File: src/design/pfa_pkg.sv
// Shared types and constants of the pair force accumulator.
`timescale 1ns / 1ps
package pfa_pkg;

  localparam int unsigned CFG_AW = 4;
  localparam int unsigned CFG_DW = 32;
  localparam int unsigned REG_W = 31;
  localparam int unsigned R2_W = 41;
  localparam int unsigned DIV_STEPS = 64;
  localparam int unsigned DIV_CW = 6;
  localparam logic [63:0] Q_ONE = 64'h0000_0001_0000_0000;

  typedef enum logic [1:0] {
    REG_CONTACT_RADIUS_SQ = 2'd0,
    REG_MIN_DISTANCE_SQ   = 2'd1,
    REG_STRENGTH          = 2'd2
  } reg_idx_t;

  typedef struct packed {
    logic [REG_W-1:0] contact_radius_sq;
    logic [REG_W-1:0] min_distance_sq;
    logic [REG_W-1:0] strength;
  } cfg_t;

  typedef enum logic [3:0] {
    OP_NONE, OP_LOAD, OP_MSET, OP_MSTEP, OP_MEND, OP_DINIT, OP_DSTEP, OP_DEND,
    OP_KSAT, OP_ADD, OP_EMIT
  } op_t;

  typedef enum logic [2:0] {
    MS_SQ, MS_D2SQ, MS_D6, MS_D12, MS_T, MS_SX, MS_SY
  } msel_t;

  typedef struct packed {
    op_t        op;
    msel_t      msel;
    logic [1:0] step;
    logic       div_k;
  } cmd_t;

  typedef struct packed {
    logic r2_zero;
    logic k_skip;
    logic mul_ov;
    logic div_ovf;
    logic out_busy;
    logic last;
  } stat_t;

  typedef enum logic [3:0] {
    ST_IDLE, ST_MSET, ST_MSTEP, ST_MWAIT, ST_MEND, ST_CHK_R2, ST_DINIT, ST_DSTEP,
    ST_DEND, ST_CHK_D2, ST_CHK_T, ST_KSAT, ST_ADD, ST_DONE
  } state_t;

endpackage

File: src/design/pfa_cfg_regs.sv
// Configuration register bank behind the APB-style port.
`timescale 1ns / 1ps
module pfa_cfg_regs (
  input  logic                        clk,
  input  logic                        rst_n,
  input  logic                        psel,
  input  logic                        penable,
  input  logic                        pwrite,
  input  logic [pfa_pkg::CFG_AW-1:0] paddr,
  input  logic [pfa_pkg::CFG_DW-1:0] pwdata,
  output logic [pfa_pkg::CFG_DW-1:0] prdata,
  output logic                        pready,
  output pfa_pkg::cfg_t               cfg
);
  import pfa_pkg::*;

  cfg_t     cfg_r;
  reg_idx_t idx;
  logic     wr_en;

  assign idx    = reg_idx_t'(paddr[3:2]);
  assign wr_en  = psel && penable && pwrite;
  assign pready = 1'b1;
  assign cfg    = cfg_r;

  always_ff @(posedge clk) begin
    if (!rst_n) begin
      cfg_r <= '0;
    end else if (wr_en) begin
      case (idx)
        REG_CONTACT_RADIUS_SQ: cfg_r.contact_radius_sq <= pwdata[REG_W-1:0];
        REG_MIN_DISTANCE_SQ:   cfg_r.min_distance_sq   <= pwdata[REG_W-1:0];
        REG_STRENGTH:          cfg_r.strength          <= pwdata[REG_W-1:0];
        default: ;
      endcase
    end
  end

  always_comb begin
    case (idx)
      REG_CONTACT_RADIUS_SQ: prdata = {1'b0, cfg_r.contact_radius_sq};
      REG_MIN_DISTANCE_SQ:   prdata = {1'b0, cfg_r.min_distance_sq};
      REG_STRENGTH:          prdata = {1'b0, cfg_r.strength};
      default:               prdata = '0;
    endcase
  end
endmodule

File: config.mk
export PLATFORM = sky130hd
export DESIGN_NAME = pfa_cfg_regs
export DESIGN_NICKNAME = d
export VERILOG_FILES = /design/src/design/pfa_pkg.sv /design/src/design/pfa_cfg_regs.sv
export SDC_FILE = /design/constraint.sdc
export NUM_CORES = 1
export LEC_CHECK = 0
export BUFFER_PORTS_ARGS = -buffer_cell sky130_fd_sc_hd__buf_2
export CORE_UTILIZATION = 45
export DETAILED_ROUTE_END_ITERATION = 10
export GPL_ROUTABILITY_DRIVEN = 0
export GPL_TIMING_DRIVEN = 0
export PLACE_DENSITY = 0.75
export REMOVE_ABC_BUFFERS = 1
export SLEW_MARGIN = 20
export SYNTH_ARGS = -nofsm -noshare
export SYNTH_HDL_FRONTEND = slang
export SYNTH_SLANG_ARGS = --single-unit
File: constraint.sdc
create_clock -name clk -period 2 [get_ports clk]
set_input_delay 0.2 -clock clk [delete_from_list [all_inputs] [get_ports clk]]
set_output_delay 0.2 -clock clk [all_outputs]
set_load 0.02 [all_outputs]
; Yosys cells after proc, flatten, opt, wreduce, memory -nomap -nowiden
; Cells that the tools add are included.
[op_classes]
eq_ne = 2
mux = 1
n_reduce_logical = 6
[op_table]
columns = cell, n
row1 = one-hot mux 31 bit (3 select lines), 1
row2 = AND reduction 2 bit, 3
row3 = == test 2 x 1 -> 1 bit (second input constant), 1
row4 = == test 2 bit (second input constant), 1
row5 = logical AND 1 bit, 2
row6 = logical NOT 2 bit, 1
[word_totals]
regBits = 93
wordCells = 12

; Logic depth before layout (Yosys ltp)
[depth]
word_depth = 3
ltp_mapped = 5
mapped_depth_nobuf = 3

; Worst setup path before layout
; Ideal clock, no wire load.
[synth_timing]
path_type = input port to output port
from = in paddr[2] in the netlist's numbering
to = out prdata[0] in the netlist's numbering
arrival_time_ns = 1.174
path_slack_ns = 0.626
path_stages = 4
path_buffers = 2
path_cell_list = buf_4 > buf_2 > mux2i_1 > o21ai_0
[synth_via]
elab_chain_cells = 2
word_cells_on_any_way = 4
classes_between = eq/ne (2) / mux (1) / reduce/logical (1)
[synth_lines]
columns = element, line_no
row1 = from (decl), pfa_cfg_regs.sv:9  ; input logic [pfa_pkg::CFG_AW-1:0] paddr,
row2 = "== test 2 bit, or another cell as far along", pfa_cfg_regs.sv:40  ; case (idx)
row3 = one-hot mux 31 bit (3 select lines) *, pfa_cfg_regs.sv:40
row4 = to (decl), pfa_cfg_regs.sv:11  ; output logic [pfa_pkg::CFG_DW-1:0] prdata,
; Every way passes the cells marked *; elsewhere a longest branch is shown, timed or not.

; Worst setup path after layout
[layout_timing]
from = in paddr[3] in the netlist's numbering
to = out prdata[7] in the netlist's numbering
; Same word-level chain as after synthesis.

==> results.md <==
* Worst setup margin at approximately 0.17 ns
* Clock Path Buffers at 2
* Die ar. at approximately 0.0095 mm2
* Port Buf Inserts at roughly 160
* Crit-path max cell delay at between 0.4 and 0.5 ns
* Unrepaired setup endpoints after global routing: no
* Post-synthesis sequential area ratio at a little under half
* Antenna Cells at 0
* Drt first-iter violations at 99
* Post-DP Area at around 0.005 mm2
* R2r endpoint: cfg[57]
* Cells after Synth at about 450
* Skew final at 0 ns
* Power per cell area at ~640 mW/mm2
* Sequential share of power at a little under three fifths
* Area contributors post-synth: dfxtp_1 46%, mux2i_1 30%, nand2_1 14%, o21ai_0 3.8%, clkbuf_1 1.3%
* Clock network fraction of design power at between 30% and 40%
* I/O pins at between 150 and 200
* Critical-path maximum fanout at 35
* First-pass GRT wire length at 16.2 mm
* Fin. Hold Viols at 0
* ANT nets after route at 0
* Wire per inst at ~14 um
* Via count at between 3000 and 4000
* Hold path depth at 3
* Layout cells sized above 1 at about a third
* Area occupied by multi-input gates at 0.00206 mm2
* Final Core Density at about three fifths
* Worst Setup End Kind: output port
* Status: complete, no violations
* Final period utilization at slightly above 90%
* Die width at around 97 um
* 1st-pass router iterations at 5
* Register Area at between 0.0015 and 0.002 mm2
* Hold EP: cfg[33]
* Vias in the first global route at roughly 3400
* Leakage power at approximately 2.6 nW
* Reg2Reg Launch Point: cfg[57]
* Total global-route track usage at a little over a fifth
* CP Class: in2out
* Starting Density at about 47%
* Post-DP HPWL at approximately 6.8 mm
* Arr. time, crit path at ~1.6 ns
* CTS tree: done
* Worst slack at placement at -0.242 ns
* Yosys top cell by area: dfxtp_1
* Synth Warn # at 0
* Syn Std Cell Area at slightly above 0.004 mm2
* Commonest cells post-synth: 155 x nand2_1, 124 x mux2i_1, 93 x dfxtp_1
* Fin. max-slew vios at 0
* Most numerous cell in the Yosys netlist: nand2_1
* Peak supply drop at 0.339 mV
* Post-synth ARST share at 0%
* R2R setup slack at 1.30 ns
* Largest net degree at the start of global routing at 66
* Total Wirelength at between 10 and 15 mm
* Post-synth top flop: dfxtp_1
* Non-Filler Instances at between 700 and 800
* Max Freq at approximately 0.55 GHz
* NetSw at between 0.8 and 0.9 mW
* Die height at 97.3 um
* H-Tree Depth at 3
* Combinational Power Share at 9.5%
* Post-CTS Hold Buffers at 0
* TritonCTS Sinks at 93
* CTS Buf Count at 9
* Vias/cell at a little over 5
* Hold WS at ~0.14 ns
* Antenna violations before repair at 0
* Least-Margin Pin Slew at 0.689 ns
* Tmin final at roughly 1.8 ns
* Number of setup violations in the final report at 0
* Internal power at about 2.4 mW
* Worst-Skew Late Latency at between 0.3 and 0.4 ns
* Critical path's slowest cell: nor2b_4
* Worst R2R Path Depth at 2
* Final nets at ~630
* Synth top area share at a little under half
* Number of synthesized register bits at 93
* Placed Instances at slightly below 700
* CP Data Required Time at 1.80 ns
* Gr ovfl total at 0
* Number of flops mapped to enable cells by yosys at 0
* Max reg flops at 93
* Sum Neg Setup Slack at 0 ns
* Maxcap violations at 0
* Total power at 3.30 mW
* Area grow syn2layout at 26.3%
* Core box area at between 0.008 and 0.009 mm2
* Worst-path clk slew at 0.09 ns
* Fillers at ~800
* Design Area, Final at between 0.005 and 0.006 mm2
* Remaining DRCs at 0
* Syn avg cell area at a little over 9 um2
* Yosys cell types at 15
* CP Cell Sequence: buf_4 > nor2b_4 > buf_16 > nand2_1 > o21ai_0 > buf_2
* Clock root buffer: clkbuf_8
* # rows at 34
* Class of the worst hold path: in2reg
* CP Launch Type: input port
* Hold path startpoint: pwdata[2]
* Switching share of power at about 26%
* Family with the most delay on the worst path: buffers and inverters
* Sum of buffers and inverters on the critical path at 3
* Max_slew headroom at 54.1%
==> per-layer routing <==
layer | share of wire [%] | track usage [%] | up-vias
li1 | - | - | 1767
met1 | 46 | 25.9 | 1698
met2 | 49 | 37.2 | 106
met3 | 4.4 | 3.81 | 7
met4 | 0.56 | 5.43 | 0
met5 | 0 | 0 | -
==> layout make-up <==
type,count,area share [%]
Clock buffer,11,2.55
Clock inverter,5,0.727
Multi-Input combinational cell,317,39.8
Sequential cell,93,36.1
Timing Repair Buffer,169,18.2
Tap cell,108,2.62
==> how the worst max path moves through the flow <==
stage / startpoint / end / slack [ns] / depth (start not counted)
5_1_grt: paddr[3] / prdata[7] / 0.05 / 6
2_1_floorplan: pwrite / cfg[0] / -0.44 / 3
6_report: paddr[3] / prdata[7] / 0.17 / 6
3_5_place_dp: paddr[2] / cfg[53] / -0.24 / 3
3_3_place_gp: paddr[2] / cfg[65] / -1.90 / 3
4_1_cts: paddr[3] / prdata[26] / 0.14 / 6
==> logic make-up (layout without fill, tap and decap cells) <==
logic type,after synthesis,in the layout,share of synthesized area [%]
other,2,2,0.184
AOI/OAI and AO/OA,31,31,3.80
DFF,93,93,45.5
muxes,124,124,30.4
buffers and inverters,36,185,4.71
and+or+nand+nor,160,160,15.4
==> worst register-to-register path: stages (launching register included) <==
cell and delay, ns:
dfxtp_1 0.36, nand2_1 0.07, mux2i_1 0.19
==> repair_timing <==
action,4_1_cts,5_1_grt
buffers inserted,0,0
resized for setup,2,0
setup endpoints to repair,23,0
==> power groups by stage <==
stage | clock network (mW) | registers (mW) | logic, mW
after floorplan | 0 | 1.96 | 0.111
after global placement | 0 | 1.93 | 0.292
after detailed placement | 0 | 1.94 | 0.317
after CTS | 1.13 | 1.89 | 0.317
after global routing | 1.23 | 1.90 | 0.339
final | 1.09 | 1.89 | 0.315
==> placed cells by master, fill, tap and decap left out, types with 3 or more instances in the layout <==
| cell | netlist | routed |
|---|---|---|
| buf_2 | 10 | 158 |
| nand2_1 | 155 | 155 |
| mux2i_1 | 124 | 124 |
| dfxtp_1 | 93 | 93 |
| o21ai_0 | 31 | 31 |
| clkbuf_8 | 0 | 9 |
| buf_4 | 6 | 3 |
| buf_6 | 3 | 3 |
| buf_8 | 0 | 3 |
Note: power is estimated with default switching activity, not from simulation.
