### src/design/pfa_pkg.sv
// Shared types and constants of the pair force accumulator.
`timescale 1ns / 1ps
package pfa_pkg;

  localparam int unsigned CFG_AW = 4;
  localparam int unsigned CFG_DW = 32;
  localparam int unsigned REG_W = 31;
  localparam int unsigned R2_W = 41;
  localparam int unsigned DIV_STEPS = 64;
  localparam int unsigned DIV_CW = 6;
  localparam logic [63:0] Q_ONE = 64'h0000_0001_0000_0000;

  typedef enum logic [1:0] {
    REG_CONTACT_RADIUS_SQ = 2'd0,
    REG_MIN_DISTANCE_SQ   = 2'd1,
    REG_STRENGTH          = 2'd2
  } reg_idx_t;

  typedef struct packed {
    logic [REG_W-1:0] contact_radius_sq;
    logic [REG_W-1:0] min_distance_sq;
    logic [REG_W-1:0] strength;
  } cfg_t;

  typedef enum logic [3:0] {
    OP_NONE, OP_LOAD, OP_MSET, OP_MSTEP, OP_MEND, OP_DINIT, OP_DSTEP, OP_DEND,
    OP_KSAT, OP_ADD, OP_EMIT
  } op_t;

  typedef enum logic [2:0] {
    MS_SQ, MS_D2SQ, MS_D6, MS_D12, MS_T, MS_SX, MS_SY
  } msel_t;

  typedef struct packed {
    op_t        op;
    msel_t      msel;
    logic [1:0] step;
    logic       div_k;
  } cmd_t;

  typedef struct packed {
    logic r2_zero;
    logic k_skip;
    logic mul_ov;
    logic div_ovf;
    logic out_busy;
    logic last;
  } stat_t;

  typedef enum logic [3:0] {
    ST_IDLE, ST_MSET, ST_MSTEP, ST_MWAIT, ST_MEND, ST_CHK_R2, ST_DINIT, ST_DSTEP,
    ST_DEND, ST_CHK_D2, ST_CHK_T, ST_KSAT, ST_ADD, ST_DONE
  } state_t;

endpackage

### src/design/pfa_ctrl.sv
// Controller state machine that sequences the multiplier and divider steps.
`timescale 1ns / 1ps
module pfa_ctrl (
  input  logic           clk,
  input  logic           rst_n,
  input  logic           in_valid,
  output logic           in_ready,
  input  pfa_pkg::stat_t stat,
  output pfa_pkg::cmd_t  cmd
);
  import pfa_pkg::*;

  localparam logic [DIV_CW-1:0] DIV_LAST = DIV_CW'(DIV_STEPS - 1);

  state_t            state_r, state_nxt;
  msel_t             msel_r, msel_nxt;
  logic              div_k_r, div_k_nxt;
  logic [DIV_CW-1:0] cnt_r, cnt_nxt;

  always_ff @(posedge clk) begin
    if (!rst_n) begin
      state_r <= ST_IDLE;
      msel_r  <= MS_SQ;
      div_k_r <= 1'b0;
      cnt_r   <= '0;
    end else begin
      state_r <= state_nxt;
      msel_r  <= msel_nxt;
      div_k_r <= div_k_nxt;
      cnt_r   <= cnt_nxt;
    end
  end

  always_comb begin
    state_nxt = state_r;
    msel_nxt  = msel_r;
    div_k_nxt = div_k_r;
    cnt_nxt   = cnt_r;
    in_ready  = 1'b0;
    cmd.op    = OP_NONE;
    cmd.msel  = msel_r;
    cmd.step  = cnt_r[1:0];
    cmd.div_k = div_k_r;
    unique case (state_r)
      ST_IDLE: begin
        in_ready = 1'b1;
        if (in_valid) begin
          cmd.op    = OP_LOAD;
          msel_nxt  = MS_SQ;
          state_nxt = ST_MSET;
        end
      end
      ST_MSET: begin
        cmd.op    = OP_MSET;
        cnt_nxt   = '0;
        state_nxt = ST_MSTEP;
      end
      ST_MSTEP: begin
        cmd.op  = OP_MSTEP;
        cnt_nxt = cnt_r + 1'b1;
        if ((msel_r == MS_SQ) ? (cnt_r[1:0] == 2'd1) : (cnt_r[1:0] == 2'd3)) begin
          state_nxt = ST_MWAIT;
        end
      end
      ST_MWAIT: state_nxt = ST_MEND;
      ST_MEND: begin
        cmd.op = OP_MEND;
        unique case (msel_r)
          MS_SQ:   state_nxt = ST_CHK_R2;
          MS_D2SQ: begin
            msel_nxt  = MS_D6;
            state_nxt = ST_MSET;
          end
          MS_D6: begin
            msel_nxt  = MS_D12;
            state_nxt = ST_MSET;
          end
          MS_D12: begin
            msel_nxt  = MS_T;
            state_nxt = ST_MSET;
          end
          MS_T:         state_nxt = ST_CHK_T;
          MS_SX, MS_SY: state_nxt = ST_ADD;
          default:      state_nxt = ST_IDLE;
        endcase
      end
      ST_CHK_R2: begin
        if (stat.r2_zero) begin
          msel_nxt  = MS_SX;
          state_nxt = ST_MSET;
        end else begin
          div_k_nxt = 1'b0;
          state_nxt = ST_DINIT;
        end
      end
      ST_DINIT: begin
        cmd.op    = OP_DINIT;
        cnt_nxt   = '0;
        state_nxt = ST_DSTEP;
      end
      ST_DSTEP: begin
        cmd.op  = OP_DSTEP;
        cnt_nxt = cnt_r + 1'b1;
        if (cnt_r == DIV_LAST) begin
          state_nxt = ST_DEND;
        end
      end
      ST_DEND: begin
        cmd.op = OP_DEND;
        if (div_k_r) begin
          msel_nxt  = MS_SX;
          state_nxt = ST_MSET;
        end else begin
          state_nxt = ST_CHK_D2;
        end
      end
      ST_CHK_D2: begin
        msel_nxt  = stat.k_skip ? MS_SX : MS_D2SQ;
        state_nxt = ST_MSET;
      end
      ST_CHK_T: begin
        if (stat.mul_ov || stat.div_ovf) begin
          state_nxt = ST_KSAT;
        end else begin
          div_k_nxt = 1'b1;
          state_nxt = ST_DINIT;
        end
      end
      ST_KSAT: begin
        cmd.op    = OP_KSAT;
        msel_nxt  = MS_SX;
        state_nxt = ST_MSET;
      end
      ST_ADD: begin
        cmd.op = OP_ADD;
        if (msel_r == MS_SX) begin
          msel_nxt  = MS_SY;
          state_nxt = ST_MSET;
        end else begin
          state_nxt = ST_DONE;
        end
      end
      ST_DONE: begin
        if (!stat.last) begin
          state_nxt = ST_IDLE;
        end else if (!stat.out_busy) begin
          cmd.op    = OP_EMIT;
          state_nxt = ST_IDLE;
        end
      end
      default: state_nxt = ST_IDLE;
    endcase
  end
endmodule

### config.mk
export PLATFORM = sky130hd
export DESIGN_NAME = pfa_ctrl
export DESIGN_NICKNAME = d
export VERILOG_FILES = /design/src/design/pfa_pkg.sv /design/src/design/pfa_ctrl.sv
export SDC_FILE = /design/constraint.sdc
export NUM_CORES = 1
export LEC_CHECK = 0
export BUFFER_PORTS_ARGS = -buffer_cell sky130_fd_sc_hd__buf_4
export CORE_AREA = 2 2 66 68
export DETAILED_ROUTE_END_ITERATION = 12
export DIE_AREA = 0 0 68 70
export PLACE_DENSITY_LB_ADDON = 0.25
export SYNTH_ARGS = -nofsm -noshare
export SYNTH_HDL_FRONTEND = slang
export SYNTH_SLANG_ARGS = --single-unit
### constraint.sdc
create_clock -name clk -period 3.8 [get_ports clk]
set_input_delay 0.19 -clock clk [delete_from_list [all_inputs] [get_ports clk]]
set_output_delay 0.19 -clock clk [all_outputs]
set_load 0.05 [all_outputs]
Word-level counts from Yosys, hierarchy flattened --
Cells that the tools add are included.
Word-level totals: bits in registers 14, bits in latches 0, memory bits (writable) 0, ROM bits 0, input port bits 9, output and inout port bits 11, logic and storage cells 79, memories 0
Operators by class: $add $sub $neg 1, $mul 0, div/mod/pow operators 0, $lt $le $gt $ge 0, eq/ne operators 32, shifts and indexed selects 0, multiplexer cells 28, bitwise logic cells 0, reduce and logical (&&, ||, !) cells 14
Operator list (number):
- one-hot mux 4 bit (13 select lines) | 1
- two-way mux 4 bit | 10
- one-hot mux 4 bit (10 select lines) | 1
- == test 4 bit (second input constant) | 6
- one-hot mux 3 bit (7 select lines) | 1
- two-way mux 3 bit | 6
- == test 4 x 3 -> 1 bit (second input constant) | 4
- != test 2 bit (second input constant) | 8
- one-hot mux 4 bit (4 select lines) | 1
- one-hot mux 6 bit (2 select lines) | 1
- == test 3 bit (second input constant) | 3
- one-hot mux 3 bit (3 select lines) | 1
- == test 4 x 2 -> 1 bit (second input constant) | 2
- OR reduction 2 bit | 4
- nonzero test 7 bit | 1
- adder 6 x 1 -> 6 bit (second input constant) | 1
- == test 3 x 2 -> 1 bit (second input constant) | 2
- == test 6 bit (second input constant) | 1
- AND reduction 6 bit | 1
- two-way mux 1 bit | 5
- == test 4 x 1 -> 1 bit (second input constant) | 1
- logical NOT 4 bit | 1
- != test 4 bit (second input constant) | 1
- AND reduction 4 bit | 1
- 10 further kinds | 11

Logic depth before layout (Yosys ltp) --
word-level depth 4, mapped depth 7, mapped depth without buffers 5

Worst setup path after synthesis --
No wires, ideal clock.
kind register to output, start register state_r[1], end output port cmd[6] (netlist bit), data arrival time 2.132 ns, data required time 3.610 ns, slack 1.478 ns, cell stages (with the launch flop) 6, path buffers 2, cell sequence dfxtp_1 buf_2 clkbuf_1 nor2_1 a21boi_0 nor3b_1
RTL lines:
- from (decl) | RTL line pfa_ctrl.sv:15 | state_t state_r, state_nxt;
- from (signal assigned) | RTL line pfa_ctrl.sv:27 | state_r <= state_nxt;
- to (decl) | RTL line pfa_ctrl.sv:9 | output pfa_pkg::cmd_t cmd

==> results_dict.tcl <==
set metrics [dict create \
    synth.net_count 175 \
    sum_of_negative_setup_slack_ns 0 \
    fmax_mhz 427.0 \
    setup_viol 0 \
    postCtsHoldBufs 0 \
    clock-sinks 14 \
    drt.antenna.violating_nets 0 \
    synth.ff_latch_count 14 \
    ys.flop_type "dfxtp_1" \
    synth_cell_type_count 57 \
    clock_tree_from_tritoncts "done" \
    async_set_or_reset_flop_fraction_in_the_synthesized_netlist 0 \
    routed-via-count 1247 \
    post_cts_resize_count 0 \
    final_area_um2 1426 \
    syn_inst 165 \
    reported_leakage_power_uw 0.0005138 \
    maxCapViolCount 0 \
    cts_post_setup_buffers_inserted 0 \
    worst_slew_pin_slew_ns 1.044 \
    finish.net_count 183 \
    grt_max_degree 31 \
    grt.met2_usage 0.2222 \
    syn_area_per_cell_um2 7.704 \
    dp_slack_ns 1.614 \
    layout-area-overhead-vs-synth_pct 12.20 \
    tritoncts.num_buffers 3 \
    critical_path.endpoint_type "output pin" \
    clk_root_buf "clkbuf_8" \
    floorplan.io_pins 20 \
    num_antenna_cells 0 \
    placedInstanceArea_um2 1385 \
    status "finished, final reports clean" \
    global_route.peak_usage_layer "met2" \
    drtIter0Drc 131 \
    worst_skew_pair.late_latency_ns 0.24 \
    critPathMaxFanout 29 \
    synth.yosys.warnings 0 \
    final.setup_skew_ns 0.0006569 \
    routed_wl_um 3205 \
    final_util 0.3442 \
    grt_pass1_vias 1114 \
    yosysSeqAreaShare 0.2205 \
    cp-startpoint "state_r[0]$_SDFFE_PN0P_" \
    floorplan.die.width_um 68 \
    route.detailed.vias_per_inst 5.592 \
    grt-ovfl-total 0 \
    min_from "rst_n" \
    grt_util_met1 0.1968 \
    cts_buffer_depth 2 \
    pins_over_slew_limit 0 \
    globalRouteMet3Util 0.01932 \
    placeableCoreArea_um2 4144 \
    detailedRoute.firstPassIterationCount 4 \
    drive_gt1_frac 0.2281 \
    yosys-top-cells-area "dfxtp_1 (22%), nor2_1 (5.3%), nand2_1 (4.4%)" \
    first_pass_grt_wire_length_um 5319 \
    crit_type "reg2out" \
    crit_path_cell_trace "nand2_1 -> o31a_1 -> o22ai_1 -> buf_4" \
    drt-wirelength-per-cell_um 14.37 \
    worst_path_max_delay_cell "dfxtp_1" \
    cp-start-kind "flop" \
    dp_hpwl_um 2351 \
    synthMostInstantiatedCell "nor2_1" \
    crit_required_ns 3.61 \
    rr_startpoint "state_r[3]$_SDFFE_PN0P_" \
    synth_edf_count 0 \
    timing.critical_path.arrival_ns 2.15 \
    pwr_density_cell_nw_per_um2 675.7 \
    gp_routability_congestion 0.8622 \
    dieHeight_um 70 \
    critical_path.max_stage_delay_ns 0.89 \
    layout_worst_path_cycle_share 0.6163 \
    drc_errors 0 \
    fraction_of_synthesized_cell_area_taken_by_the_top_area_cell_type 0.2205 \
    hold_viol_final 0 \
    mappedNetlistArea_um2 1271 \
    gr-usage-all-layers 0.1440 \
    grt_antenna_before_repair 0 \
    synthDominantAreaCellType "dfxtp_1" \
    clk_pin_slew_worst_paths_ns 0.05 \
    slew_headroom 0.3033 \
    synthTopCellsByCount "nor2_1 (18), nand2_1 (15), dfxtp_1 (14)" \
    timing.final.crit_period_ns 2.342 \
    rows 24 \
    ir_worst_vdd_mv 0.1526 \
    hold_path_class "in2reg" \
    cts_htree_levels 1 \
    die_outline_area_um2 4760 \
    fin_ws_ns 1.458 \
    starting_density_of_the_core 0.3068 \
    grt_setup_unrepaired "no" \
    placement.io_buffers 19 \
]
==> area by class of cell <==
type / count / area (µm²)
clock buffer: 3 / 41.29
fill: 449 / 2718
inverter: 7 / 26.28
multi-input combinational: 128 / 870.8
sequential: 14 / 280.3
tap: 52 / 65.06
timing repair buffer: 19 / 142.6
==> cells by family after synthesis <==
logic type	share of synthesized area
compound gates	0.3022
xor+xnor	0.05414
fa+ha+maj	0.009841
simple gates	0.3110
flops	0.2205
buf+inv	0.09448
mux	0.007874
==> flip-flops by register name, indices dropped and copies added (netlist names) <==
name and count:
div_k_r 1, state_r 4, cnt_r 6, msel_r 3
==> critical path, delay by kind of cell (launching register included) <==
| family | cells | cell delay (ns) |
|---|---|---|
| flops | 1 | 0.89 |
| compound gates | 2 | 0.47 |
| simple gates | 1 | 0.31 |
| buf+inv | 1 | 0.24 |
==> placed cells by master, fill, tap and decap left out, types with 2 or more instances in the layout <==
master / count
o211ai_1: 2
a311oi_1: 2
nor3_1: 4
nor3_2: 2
nor4_1: 2
xnor2_1: 5
buf_4: 19
o221ai_1: 2
clkbuf_8: 3
o22ai_1: 2
nor2_1: 18
o211a_1: 2
nand3_1: 2
nor3b_1: 3
o21ai_2: 2
o31ai_1: 2
o32ai_1: 4
and3_1: 2
nor2b_1: 7
inv_1: 4
dfxtp_1: 14
o21ai_1: 4
o21ai_0: 6
inv_2: 3
a21oi_1: 7
nand2_1: 15
nand2b_1: 4
==> power breakdown <==
group | switching (µW) | internal [µW] | leakage [µW]
clock network | 50.3 | 70.1 | 0.0000216
registers | 107 | 173 | 0.000114
logic | 341 | 222 | 0.000378
total | 498 | 466 | 0.000514
==> routing by layer <==
metal,vias up,share of wire
li1,620,-
met1,584,0.45
met2,36,0.47
met3,7,0.052
met4,0,0.024
met5,-,0
==> path summary, 6_finish.rpt <==
kind / endpoint / cells past startpoint / slack, ns
hold / removal: state_r[1]$_SDFFE_PN0P_ / 3 / 0.24
hold reg to reg: cnt_r[4]$_SDFFE_PN0P_ / 2 / 0.54
setup / recovery: cmd[7] / 4 / 1.46
setup reg to reg: msel_r[2]$_SDFFE_PN0P_ / 4 / 1.59
==> per-stage QoR <==
| stage | power (µW) | instances | hold WS, ns |
|---|---|---|---|
| 2_1_floorplan | 733.4 | 165 | 0.3944 |
| 3_3_place_gp | 846.3 | 220 | 0.4947 |
| 3_5_place_dp | 847.1 | 220 | 0.4914 |
| 4_1_cts | 975.5 | 223 | 0.2371 |
| 5_1_grt | 1037 | 223 | 0.2604 |
| 6_report | 963.8 | 223 | 0.2449 |
(Power assumes the default switching activity.)
